===== src/hw/rtl/npc_pkg.sv =====
// ----------------------------------------------------------------------------
// npc_pkg
// Shared types and constants for the nearest palette color search.
// ----------------------------------------------------------------------------
`default_nettype none

package npc_pkg;

  localparam int PALETTE_DEPTH = 256;
  localparam int NUM_CELLS = (PALETTE_DEPTH < 256) ? PALETTE_DEPTH : 256;

  localparam int COLOR_W = 8;
  localparam int INDEX_W = 8;
  localparam int SIZE_W = 9;
  localparam int SQ_W = 2 * COLOR_W;
  localparam int DIST_W = SQ_W + 2;

  localparam logic MODE_LOAD = 1'b0;
  localparam logic MODE_LOOKUP = 1'b1;

  typedef struct packed {
    logic               valid;
    logic               mode;
    logic [INDEX_W-1:0] entry_index;
    logic [COLOR_W-1:0] red;
    logic [COLOR_W-1:0] green;
    logic [COLOR_W-1:0] blue;
    logic               have;
    logic [DIST_W-1:0]  best_dist;
    logic [INDEX_W-1:0] best_index;
  } npc_item_t;

endpackage

`default_nettype wire


===== src/hw/rtl/npc_cell.sv =====
// ----------------------------------------------------------------------------
// npc_cell
// One palette entry: stores it, computes the distance to a passing pixel and
// keeps the running best in the item handed to the next cell.
// ----------------------------------------------------------------------------
`default_nettype none

module npc_cell (
  input  wire logic                        clk,
  input  wire logic                        rst,
  input  wire logic                        advance,
  input  wire logic [npc_pkg::SIZE_W-1:0]  palette_size,
  input  wire logic [npc_pkg::INDEX_W-1:0] cell_index,
  input  wire npc_pkg::npc_item_t          upstream,
  output npc_pkg::npc_item_t               downstream
);

  function automatic logic [npc_pkg::SQ_W-1:0] sq_diff(
    input logic [npc_pkg::COLOR_W-1:0] a,
    input logic [npc_pkg::COLOR_W-1:0] b
  );
    logic [npc_pkg::COLOR_W-1:0] d;
    d = (a > b) ? (a - b) : (b - a);
    return npc_pkg::SQ_W'(d) * npc_pkg::SQ_W'(d);
  endfunction

  logic [npc_pkg::COLOR_W-1:0] entry_red;
  logic [npc_pkg::COLOR_W-1:0] entry_green;
  logic [npc_pkg::COLOR_W-1:0] entry_blue;

  npc_pkg::npc_item_t        stage;
  logic [npc_pkg::SQ_W-1:0]  sq_red;
  logic [npc_pkg::SQ_W-1:0]  sq_green;
  logic [npc_pkg::SQ_W-1:0]  sq_blue;

  npc_pkg::npc_item_t        result;
  npc_pkg::npc_item_t        result_next;
  logic [npc_pkg::DIST_W-1:0] distance;
  logic                       searched;

  always_ff @(posedge clk) begin
    if (advance && upstream.valid && upstream.mode == npc_pkg::MODE_LOAD &&
        upstream.entry_index == cell_index) begin
      entry_red   <= upstream.red;
      entry_green <= upstream.green;
      entry_blue  <= upstream.blue;
    end
  end

  always_ff @(posedge clk) begin
    if (rst) begin
      stage.valid <= 1'b0;
    end else if (advance) begin
      stage    <= upstream;
      sq_red   <= sq_diff(upstream.red, entry_red);
      sq_green <= sq_diff(upstream.green, entry_green);
      sq_blue  <= sq_diff(upstream.blue, entry_blue);
    end
  end

  always_comb begin
    distance = npc_pkg::DIST_W'(sq_red) + npc_pkg::DIST_W'(sq_green) +
               npc_pkg::DIST_W'(sq_blue);
    searched = stage.valid && stage.mode == npc_pkg::MODE_LOOKUP &&
               ({1'b0, cell_index} < palette_size);
    result_next = stage;
    if (searched && (!stage.have || distance < stage.best_dist)) begin
      result_next.have       = 1'b1;
      result_next.best_dist  = distance;
      result_next.best_index = cell_index;
    end
  end

  always_ff @(posedge clk) begin
    if (rst) begin
      result.valid <= 1'b0;
    end else if (advance) begin
      result <= result_next;
    end
  end

  assign downstream = result;

endmodule

`default_nettype wire


===== config.mk =====
export PLATFORM = sky130hd
export DESIGN_NAME = npc_cell
export DESIGN_NICKNAME = d
export VERILOG_FILES = /design/src/hw/rtl/npc_pkg.sv /design/src/hw/rtl/npc_cell.sv
export SDC_FILE = /design/constraint.sdc
export NUM_CORES = 1
export LEC_CHECK = 0
export BUFFER_PORTS_ARGS = -buffer_cell sky130_fd_sc_hd__buf_2
export CELL_PAD_IN_SITES_DETAIL_PLACEMENT = 1
export CELL_PAD_IN_SITES_GLOBAL_PLACEMENT = 2
export CORE_MARGIN = 5
export CORE_UTILIZATION = 41
export CTS_BUF_LIST = sky130_fd_sc_hd__clkbuf_4 sky130_fd_sc_hd__clkbuf_8 sky130_fd_sc_hd__clkbuf_16
export DETAILED_ROUTE_END_ITERATION = 8
export PLACE_DENSITY = 0.79
export SKIP_LAST_GASP = 1
export SLEW_MARGIN = 25
export SYNTH_ARGS = -nofsm -noshare
export SYNTH_HDL_FRONTEND = slang
export SYNTH_SLANG_ARGS = --single-unit

===== constraint.sdc =====
create_clock -name clk -period 12.55 [get_ports clk]
set_input_delay 2.51 -clock clk [delete_from_list [all_inputs] [get_ports clk]]
set_output_delay 2.51 -clock clk [all_outputs]
set_load 0.02 [all_outputs]

### Yosys cells after proc, flatten, opt, wreduce, memory -nomap -nowiden

Index checks and enable logic that the tools add are counted.

* multiply operators: 3
* bitwise logic cells: 2
* muxes and demuxes: 4
* $add $sub $neg: 8
* div/mod/pow operators: 0
* reduce and logical (&&, ||, !) cells: 9
* order comparisons: 5
* equality and inequality tests: 1
* shift operators: 0

Operators with widths (count)
* multiplier 8 x 8 -> 16 bit: 3
* subtractor 8 bit: 6
* 2-to-1 mux 26 bit: 1
* greater-than comparator 8 bit: 3
* 2-to-1 mux 8 bit: 3
* adder 17 x 16 -> 18 bit: 1
* < comparator 18 bit: 1
* adder 16 x 16 -> 17 bit: 1
* < comparator 8 x 9 -> 1 bit: 1
* == test 8 bit: 1
* logical AND 1 bit: 6
* inverter 1 bit: 2
* AND reduction 2 bit: 1
* zero test 1 bit: 1
* logical OR 1 bit: 1

* word-level logic and storage cells: 56
* bits in writable memories: 0
* output and inout bits: 61
* bits of input ports: 81
* latch bits: 0
* ROM bits: 0
* bits in registers: 194
* memories kept: 0

### Depth between registers and ports, before layout

Gate-level depths: netlist of the first run.

* depth in word-level cells: 6
* gate-level depth with buffers: 28
* mapped depth without buffers: 28

### Worst setup path after synthesis of the first run

OpenSTA, ideal clock, no wires.

* path kind: input port to flip-flop
* start: input port rst
* end: register result, in the netlist downstream[0] (enable)
* path buffers: 0
* arrival time: 9.821 ns
* setup slack: 2.015 ns
* cell stages on the path: 1
* cells stage by stage: nor2b_1

* longest elaborated chain between the ends: 2

Ends and longest elaborated chain
* start, declared: line npc_cell.sv:10 `input wire logic rst,`
* inverter 1 bit (no line)
* AND reduction 2 bit (no line)
* end signal, assigned: line npc_cell.sv:78 `result <= result_next;`
* end, declared: line npc_cell.sv:36 `npc_pkg::npc_item_t result;`

Every way passes these cells.
A chain may end at the register's enable or synchronous reset.

### Worst setup path after layout of the first run

* start: input port upstream[43] (netlist name)
* end: register sq_red[14] (netlist name) (data pin)

* longest elaborated chain between the ends: 3
* elaborated cells between the ends (all ways): 5
* those cells by class: add/sub: 2; mul: 1; order compare: 1; mux: 1

Ends and longest elaborated chain
* start, declared: line npc_cell.sv:14 `input wire npc_pkg::npc_item_t upstream,`
* subtractor 8 bit or greater-than comparator 8 bit (tied branches): line npc_cell.sv:23 `d = (a > b) ? (a - b) : (b - a);`
* 2-to-1 mux 8 bit *: line npc_cell.sv:23
* multiplier 8 x 8 -> 16 bit *: line npc_cell.sv:24 `return npc_pkg::SQ_W'(d) * npc_pkg::SQ_W'(d);`
* end signal, assigned: line npc_cell.sv:55 `sq_red <= sq_diff(upstream.red, entry_red);`
* end, declared: line npc_cell.sv:32 `logic [npc_pkg::SQ_W-1:0] sq_red;`

Mark *: on every way between the ends. The rest lies on a longest branch, timed or not.

==> summary.txt, run 1 <==
Setup path
  • Kind of critical path: primary input to register
  • Worst reg2reg path startpoint: entry_red[0]
  • Capture point of the worst reg-to-reg path: sq_red[14]
  • Logic depth of the worst register-to-register path: 25
  • CP Launch Point: upstream[43]
  • Arrival @ worst endpoint: 9.05 ns
  • Data required, critical path: 12.74 ns
  • Maximum fanout along the worst path: 8
  • Endpoint class of the critical path: register
  • R2R Setup Slk: 5.57 ns
  • Worst setup path end: sq_red[14]
  • Crit path largest cell delay: 0.60 ns
  • Most numerous cell on the critical path: inv_1
  • Slowest stage cell on the critical path: xor2_1
  • Launching element type of the critical path: primary input

Placed design
  • Gpl congestion: 0.825
  • Total cell area at the placement stage: 16100 sq um
  • Placed wire-length estimate after detailed placement: 26.3 mm
  • Count of buffers inserted at the top-level ports: 141

Synth
  • Number of standard cells after synthesis: 1337
  • Post-synthesis cell area: 14800 sq um
  • Count of synthesis-stage warnings from yosys: 0
  • Library cells used by synthesis: 61
  • Per-instance average area after synthesis: 11.1 sq um
  • Seq cells post-synth: 191
  • EDFF count, synth: 189
  • Sequential fraction of the synthesis area: 38.6%
  • Fraction of synthesis flops using an asynchronous set or reset pin: 0%
  • Leading register cell type out of synthesis: edfxtp_1

Timing
  • Final critical-path share of the clock period: 70.6%
  • Final TNS setup: 0 ns
  • Final setup skew: 0.0132 ns
  • Tmin final: 8.86 ns
  • Fmax: 113 MHz
  • RSZ-0062 raised after global routing: no
  • Pin slew with the least headroom to its limit: 0.943 ns
  • Tightest slew margin relative to the limit: 35.3%
  • Slew Limit Fails: 0
  • Endpoints failing hold: 0
  • Number of failing setup endpoints in the final timing report: 0
  • Final worst hold slack: 0.416 ns

Drt
  • Final ANT Viol Nets: 0
  • Total detailed-routing wirelength: 32.9 mm
  • Average wire per standard cell: 16.8 microns
  • Number of vias per cell after detailed routing: 5.05
  • # DRC: 0
  • Initial DRC Count: 327
  • Vias: 9883
  • 1st-pass router iterations: 4

Global route
  • Initial antenna violation count: 0
  • Total global routing overflow: 0
  • First-pass GRT wire length: 54.4 mm
  • Maximum number of pins on one net before global-route repair: 64
  • Via count of the first global-routing pass: 10731
  • Gr usage total: 17.0%

Floorplanning
  • Floorplan row count: 69
  • Floorplan die height: 200 microns
  • Io pins: 142
  • Die ar.: 40000 sq um
  • Effective utilization at floorplan: 41.6%
  • Core footprint: 35600 sq um
  • Die boundary width: 200 microns

Final layout
  • Antenna Diode Count: 0
  • Fraction of final layout cells sized beyond drive strength 1: 15.8%
  • Utilization after layout: 46.8%
  • Count of nets after finishing: 1832
  • Fillers: 3877
  • Fin area: 16600 sq um
  • Most common cell after layout, fill and taps aside: inv_1
  • Area growth syn-to-layout: 12.5%
  • Top library cells by usage in the layout, fill and taps aside: inv_1, edfxtp_1, ha_1, buf_2, nor2_1

Worst hold path
  • Path class of the lowest-slack min-delay path: register to register

Run status
  • Outcome: completed

Clock tree
  • Clock Root Buffer: clkbuf_16
  • Number of sinks handled by clock tree synthesis: 191
  • Clock latency on the worst-skew pair: 0.46 ns
  • Clock buffer depth: 2
  • Reg clk slew, reported paths: 0.07 ns
  • Total clock buffers created by CTS: 17
  • Post-CTS setup buffer count: 0
  • Clock tree from TritonCTS: done
  • Post-CTS Resized: 0
  • Number of buffers inserted for hold repair after clock tree synthesis: 0
  • Number of H-tree levels: 4

Pwr
  • Leakage Power: 7.71 nW
  • Peak supply drop: 0.149 mV
  • Total power per unit cell area: 239 nW/um^2

Flow run
  • Max cap viols: 0
## where the power goes
| part | switching (mW) | internal, mW |
|---|---|---|
| clock | 0.259 | 0.288 |
| sequential | 0.0392 | 0.871 |
| combinational | 1.44 | 1.08 |
| total | 1.74 | 2.24 |
## worst min-delay path by stage
stage          cells after the start             from  slack, ns        endpoint
2_1_floorplan                      0  result_next[27]       0.40  downstream[27]
3_3_place_gp                       0  result_next[47]       0.40  downstream[47]
3_5_place_dp                       0  result_next[29]       0.41  downstream[29]
4_1_cts                            0  result_next[35]       0.42  downstream[35]
5_1_grt                            0  result_next[35]       0.43  downstream[35]
6_report                           0  result_next[32]       0.42  downstream[32]
## state kept, by name, summed over array words and instances, names as in the netlist
signal and flops:
entry_blue 8, stage 27, sq_green 15, downstream 61, sq_red 15, entry_green 8, result_next 34, entry_red 8
sq_blue 15
## Yosys cell counts, drive strengths merged, types with 3 or more instances
master	instances	area (sq um)
a2111oi	6	58.8
and3	6	37.5
a31o	3	26.3
nor2b	19	119
nor4	3	18.8
nor3	16	80.1
and2	7	43.8
xor2	26	228
nand2	27	101
o211ai	10	75.1
nand3	14	70.1
o31ai	6	58.8
or2	14	87.6
a211oi	5	37.5
fa	97	1940
inv	241	905
ha	172	2150
a211o	3	26.3
nor2	106	400
o21ai	41	205
xnor2	52	478
buf	6	30.0
o22ai	3	18.8
o21bai	5	37.5
clkbuf	19	72.6
nand2b	14	87.6
a31oi	6	37.5
or4	3	26.3
edfxtp	189	5680
o21a	17	128
nand3b	3	22.5
o41ai	4	35.0
mux2	25	282
a21oi	75	375
o31a	5	43.8
mux2i	15	150
a21o	40	300
nand4	12	90.1
## cell type report
| class | instances | area (sq um) | share of cell area [%] |
|---|---|---|---|
| Clock buffer | 19 | 453 | 2.72 |
| Clock inverter | 13 | 126 | 0.760 |
| Inverter | 241 | 905 | 5.44 |
| Multi-Input combinational cell | 883 | 8100 | 48.7 |
| Sequential cell | 191 | 5720 | 34.4 |
| Tap cell | 461 | 577 | 3.47 |
| Timing Repair Buffer | 148 | 758 | 4.56 |
## cell families after synthesis
group | Yosys count | synth area share [%]
compound gates | 244 | 11.0
xor+xnor | 78 | 4.77
fa+ha+maj | 269 | 27.7
buf+inv | 266 | 6.81
flops | 191 | 38.6
mux | 40 | 2.92
other cells | 2 | 0.0508
simple gates | 247 | 8.17
## through the flow
step / instances / power [mW] / setup slack (ns)
after floorplan: 1340 / 2.86 / 2.01
after global placement: 1924 / 3.39 / 3.50
after detailed placement: 1924 / 3.47 / 3.27
after CTS: 1956 / 4.05 / 3.71
after global routing: 1956 / 4.42 / 3.33
final: 1956 / 3.98 / 3.69
## metal layers
| layer | track usage [%] | share of wire [%] |
|---|---|---|
| met1 | 23.5 | 48 |
| met2 | 28.5 | 47 |
| met3 | 3.07 | 3.5 |
| met4 | 3.37 | 0.82 |
| met5 | 0 | 0 |
## worst max-delay path, delay by kind of cell
| family | cells | cell delay [ns] |
|---|---|---|
| AO/OA/AOI/OAI | 8 | 1.92 |
| adder cells (fa/ha/maj) | 7 | 2.67 |
| XOR/XNOR | 2 | 0.70 |
| multiplexers | 1 | 0.26 |
| AND/OR/NAND/NOR | 2 | 0.28 |
| buffers and inverters | 7 | 0.69 |
No activity file was read; power rests on OpenSTA's default activity.
==> run 2, diff against run 1 <==
==> constraint.sdc (replaced) <==
create_clock -name clk -period 8.2 [get_ports clk]
set_input_delay 1.64 -clock clk [delete_from_list [all_inputs] [get_ports clk]]
set_output_delay 1.64 -clock clk [all_outputs]
set_load 0.02 [all_outputs]
==> run 2 against run 1 <==
- worst setup slack got worse by 3.1 ns
- total power increased by 54%
- clock skew increased by 0.0071 ns
- cell area increased by 0.84%
- register-to-register slack got worse by 4.0 ns
- count of clock-buffer cells in the layout decreased by 1
- first-iteration DRC count decreased by 6.4%
- non-clock buffer count increased by 17
- combinational power increased by 54%
- critical path type unchanged
==> summary.txt, run 2 (synthesis gave the netlist of run 1 again) <==
Final layout
  • Fillers: 3910 (+0.85%)
  • Count of nets after finishing: 1849 (+0.93%)
  • Area growth syn-to-layout: 13.4%
  • Fin area: 16800 sq um (+0.84%)
  • Antenna Diode Count: 0 (unchanged)
  • Area occupied by registers: 5720 sq um (unchanged)
  • Flip-flop count of the largest register, all copies and words added: 61 (unchanged)
  • Fraction of final layout cells sized beyond drive strength 1: 16.7% (+0.95 points)
  • Area of the multi-input gates: 8100 sq um (unchanged)
  • Most common cell after layout, fill and taps aside: inv_1
  • Top library cells by usage in the layout, fill and taps aside: inv_1, edfxtp_1, ha_1, buf_2, nor2_1

Setup path
  • Endpoint class of the critical path: register
  • Number of buffers and inverters on the critical path: 7 (unchanged)
  • Levels on crit path: 27 (unchanged)
  • Logic depth of the worst register-to-register path: 25 (unchanged)
  • Slowest stage cell on the critical path: fa_1
  • Data required, critical path: 8.40 ns (-4.34 ns)
  • Maximum fanout along the worst path: 9 (+1)
  • Capture point of the worst reg-to-reg path: sq_red[14]
  • Arrival @ worst endpoint: 7.81 ns (-1.24 ns)
  • Launching element type of the critical path: primary input
  • Worst reg2reg path startpoint: entry_red[0]
  • Family with the most delay on the worst path: adder cells
  • Kind of critical path: primary input to register
  • Crit path largest cell delay: 0.53 ns (-0.07 ns)
  • R2R Setup Slk: 1.56 ns (-4.01 ns)

Drt
  • Vias: 9905 (+0.22%)
  • Final ANT Viol Nets: 0 (unchanged)
  • # DRC: 0 (unchanged)
  • Average wire per standard cell: 16.6 microns (-1.1%)
  • 1st-pass router iterations: 5 (+1)
  • Initial DRC Count: 306 (-6.4%)
  • Number of vias per cell after detailed routing: 5.02 (-0.64%)
  • Total detailed-routing wirelength: 32.8 mm (-0.22%)

Clock tree
  • Number of buffers inserted for hold repair after clock tree synthesis: 0 (unchanged)
  • Number of sinks handled by clock tree synthesis: 191 (unchanged)
  • Clock latency on the worst-skew pair: 0.47 ns (about the same)
  • Total clock buffers created by CTS: 17 (unchanged)
  • Reg clk slew, reported paths: 0.08 ns (about the same)
  • Post-CTS setup buffer count: 0 (unchanged)
  • Post-CTS Resized: 0 (unchanged)
  • Clock Root Buffer: clkbuf_16
  • Clock tree from TritonCTS: done
  • Number of H-tree levels: 4 (unchanged)
  • Clock buffer depth: 2 (unchanged)

Timing
  • Worst Setup Slack, final: 0.589 ns (-3.10 ns)
  • Final setup skew: 0.0203 ns (+0.00712 ns)
  • Final critical-path share of the clock period: 92.8%
  • Endpoints failing hold: 0 (unchanged)
  • Slew Limit Fails: 0 (unchanged)
  • Final worst hold slack: 0.416 ns (+0.000398 ns)
  • Pin slew with the least headroom to its limit: 0.862 ns (-0.0809 ns)
  • Number of failing setup endpoints in the final timing report: 0 (unchanged)
  • Final TNS setup: 0 ns (unchanged)
  • Tightest slew margin relative to the limit: 42.5% (+7.2 points)
  • RSZ-0062 raised after global routing: no
  • Tmin final: 7.61 ns
  • Fmax: 131 MHz

Global route
  • Total global routing overflow: 0 (unchanged)
  • Initial antenna violation count: 0 (unchanged)
  • Gr usage total: 17.1% (+0.12 points)
  • First-pass GRT wire length: 54.8 mm (+0.58%)
  • Maximum number of pins on one net before global-route repair: 64 (unchanged)
  • Via count of the first global-routing pass: 10687 (-0.41%)

Pwr
  • Peak supply drop: 0.196 mV (+32%)
  • Total power per unit cell area: 365 nW/um^2 (+53%)
  • Leakage Power: 7.79 nW (+1.1%)

Floorplanning
  • Core footprint: 35600 sq um (unchanged)
  • Die boundary width: 200 microns (unchanged)
  • Die ar.: 40000 sq um (unchanged)
  • Floorplan row count: 69 (unchanged)
  • Io pins: 142 (unchanged)
  • Effective utilization at floorplan: 41.6% (unchanged)
  • Floorplan die height: 200 microns (unchanged)

Worst hold path
  • Cell count of the worst hold path: 0 (unchanged)
  • Launch instance of the worst min-delay path: result_next[28]
  • Path class of the lowest-slack min-delay path: register to register
  • Hold endpoint: downstream[28]

Placed design
  • Placed wire-length estimate after detailed placement: 26.3 mm (-0.30%)
  • Setup Slack @ Placement: 0.0718 ns (-3.20 ns)
  • Total cell area at the placement stage: 16200 sq um (+0.79%)
  • Gpl congestion: 0.818 (-0.85%)
  • Count of buffers inserted at the top-level ports: 141 (unchanged)

Run status
  • Outcome: completed

Flow run
  • Max cap viols: 0 (unchanged)
==> run 2: layer usage <==
layer / vias to the layer above / wire length (microns) / GRT usage (%)
met3: 19 / 1210 / 2.62
met1: 4870 / 15600 / 23.6
met2: 126 / 15700 / 28.7
met4: 0 / 357 / 4.08
met5: - / 0 / 0
li1: 4890 / - / -
==> run 2: final cells by class <==
| cell class | instances | share of cell area, % |
|---|---|---|
| clock buffer | 18 | 2.58 |
| clock inverter | 14 | 0.940 |
| inverter | 241 | 5.39 |
| multi-input combinational | 883 | 48.3 |
| sequential | 191 | 34.1 |
| tap | 461 | 3.44 |
| timing repair buffer | 165 | 5.28 |
==> run 2: how the worst max path moves through the flow <==
stage,start,end,slack [ns]
2_1_floorplan,upstream[43],sq_red[14],0.65
3_3_place_gp,upstream[43],sq_red[14],0.28
3_5_place_dp,upstream[43],sq_red[14],0.07
4_1_cts,upstream[43],sq_red[14],0.56
5_1_grt,upstream[43],sq_red[14],0.09
6_report,upstream[43],sq_red[14],0.59
==> run 2: worst reg2reg max path, stage by stage, from the launching register on <==
cell      delay, ns
edfxtp_1       0.37
ha_1           0.17
inv_1          0.05
fa_1           0.38
a21o_1         0.22
a221o_1        0.38
a41oi_4        0.31
buf_4          0.19
mux2i_1        0.28
xnor2_2        0.21
nand2b_1       0.23
fa_1           0.53
inv_1          0.07
fa_1           0.50
fa_1           0.50
inv_1          0.05
fa_1           0.47
inv_1          0.04
ha_1           0.29
o21a_1         0.12
nor2_1         0.20
nor3_1         0.10
a21oi_1        0.14
o31ai_1        0.11
o41ai_1        0.35
xnor2_1        0.11
==> run 2: per-stage QoR <==
step,std cells,utilization [%],total power [mW]
2_1_floorplan,1340,-,4.37
3_3_place_gp,1941,45.5,5.21
3_5_place_dp,1941,45.5,5.34
4_1_cts,1973,47.2,6.24
5_1_grt,1973,47.2,6.81
6_report,1973,47.2,6.13
==> run 2: report_power, final <==
group | internal (mW) | total, mW | switching, mW
logic | 1.68 | 3.88 | 2.20
clock network | 0.435 | 0.849 | 0.413
registers | 1.33 | 1.39 | 0.0592
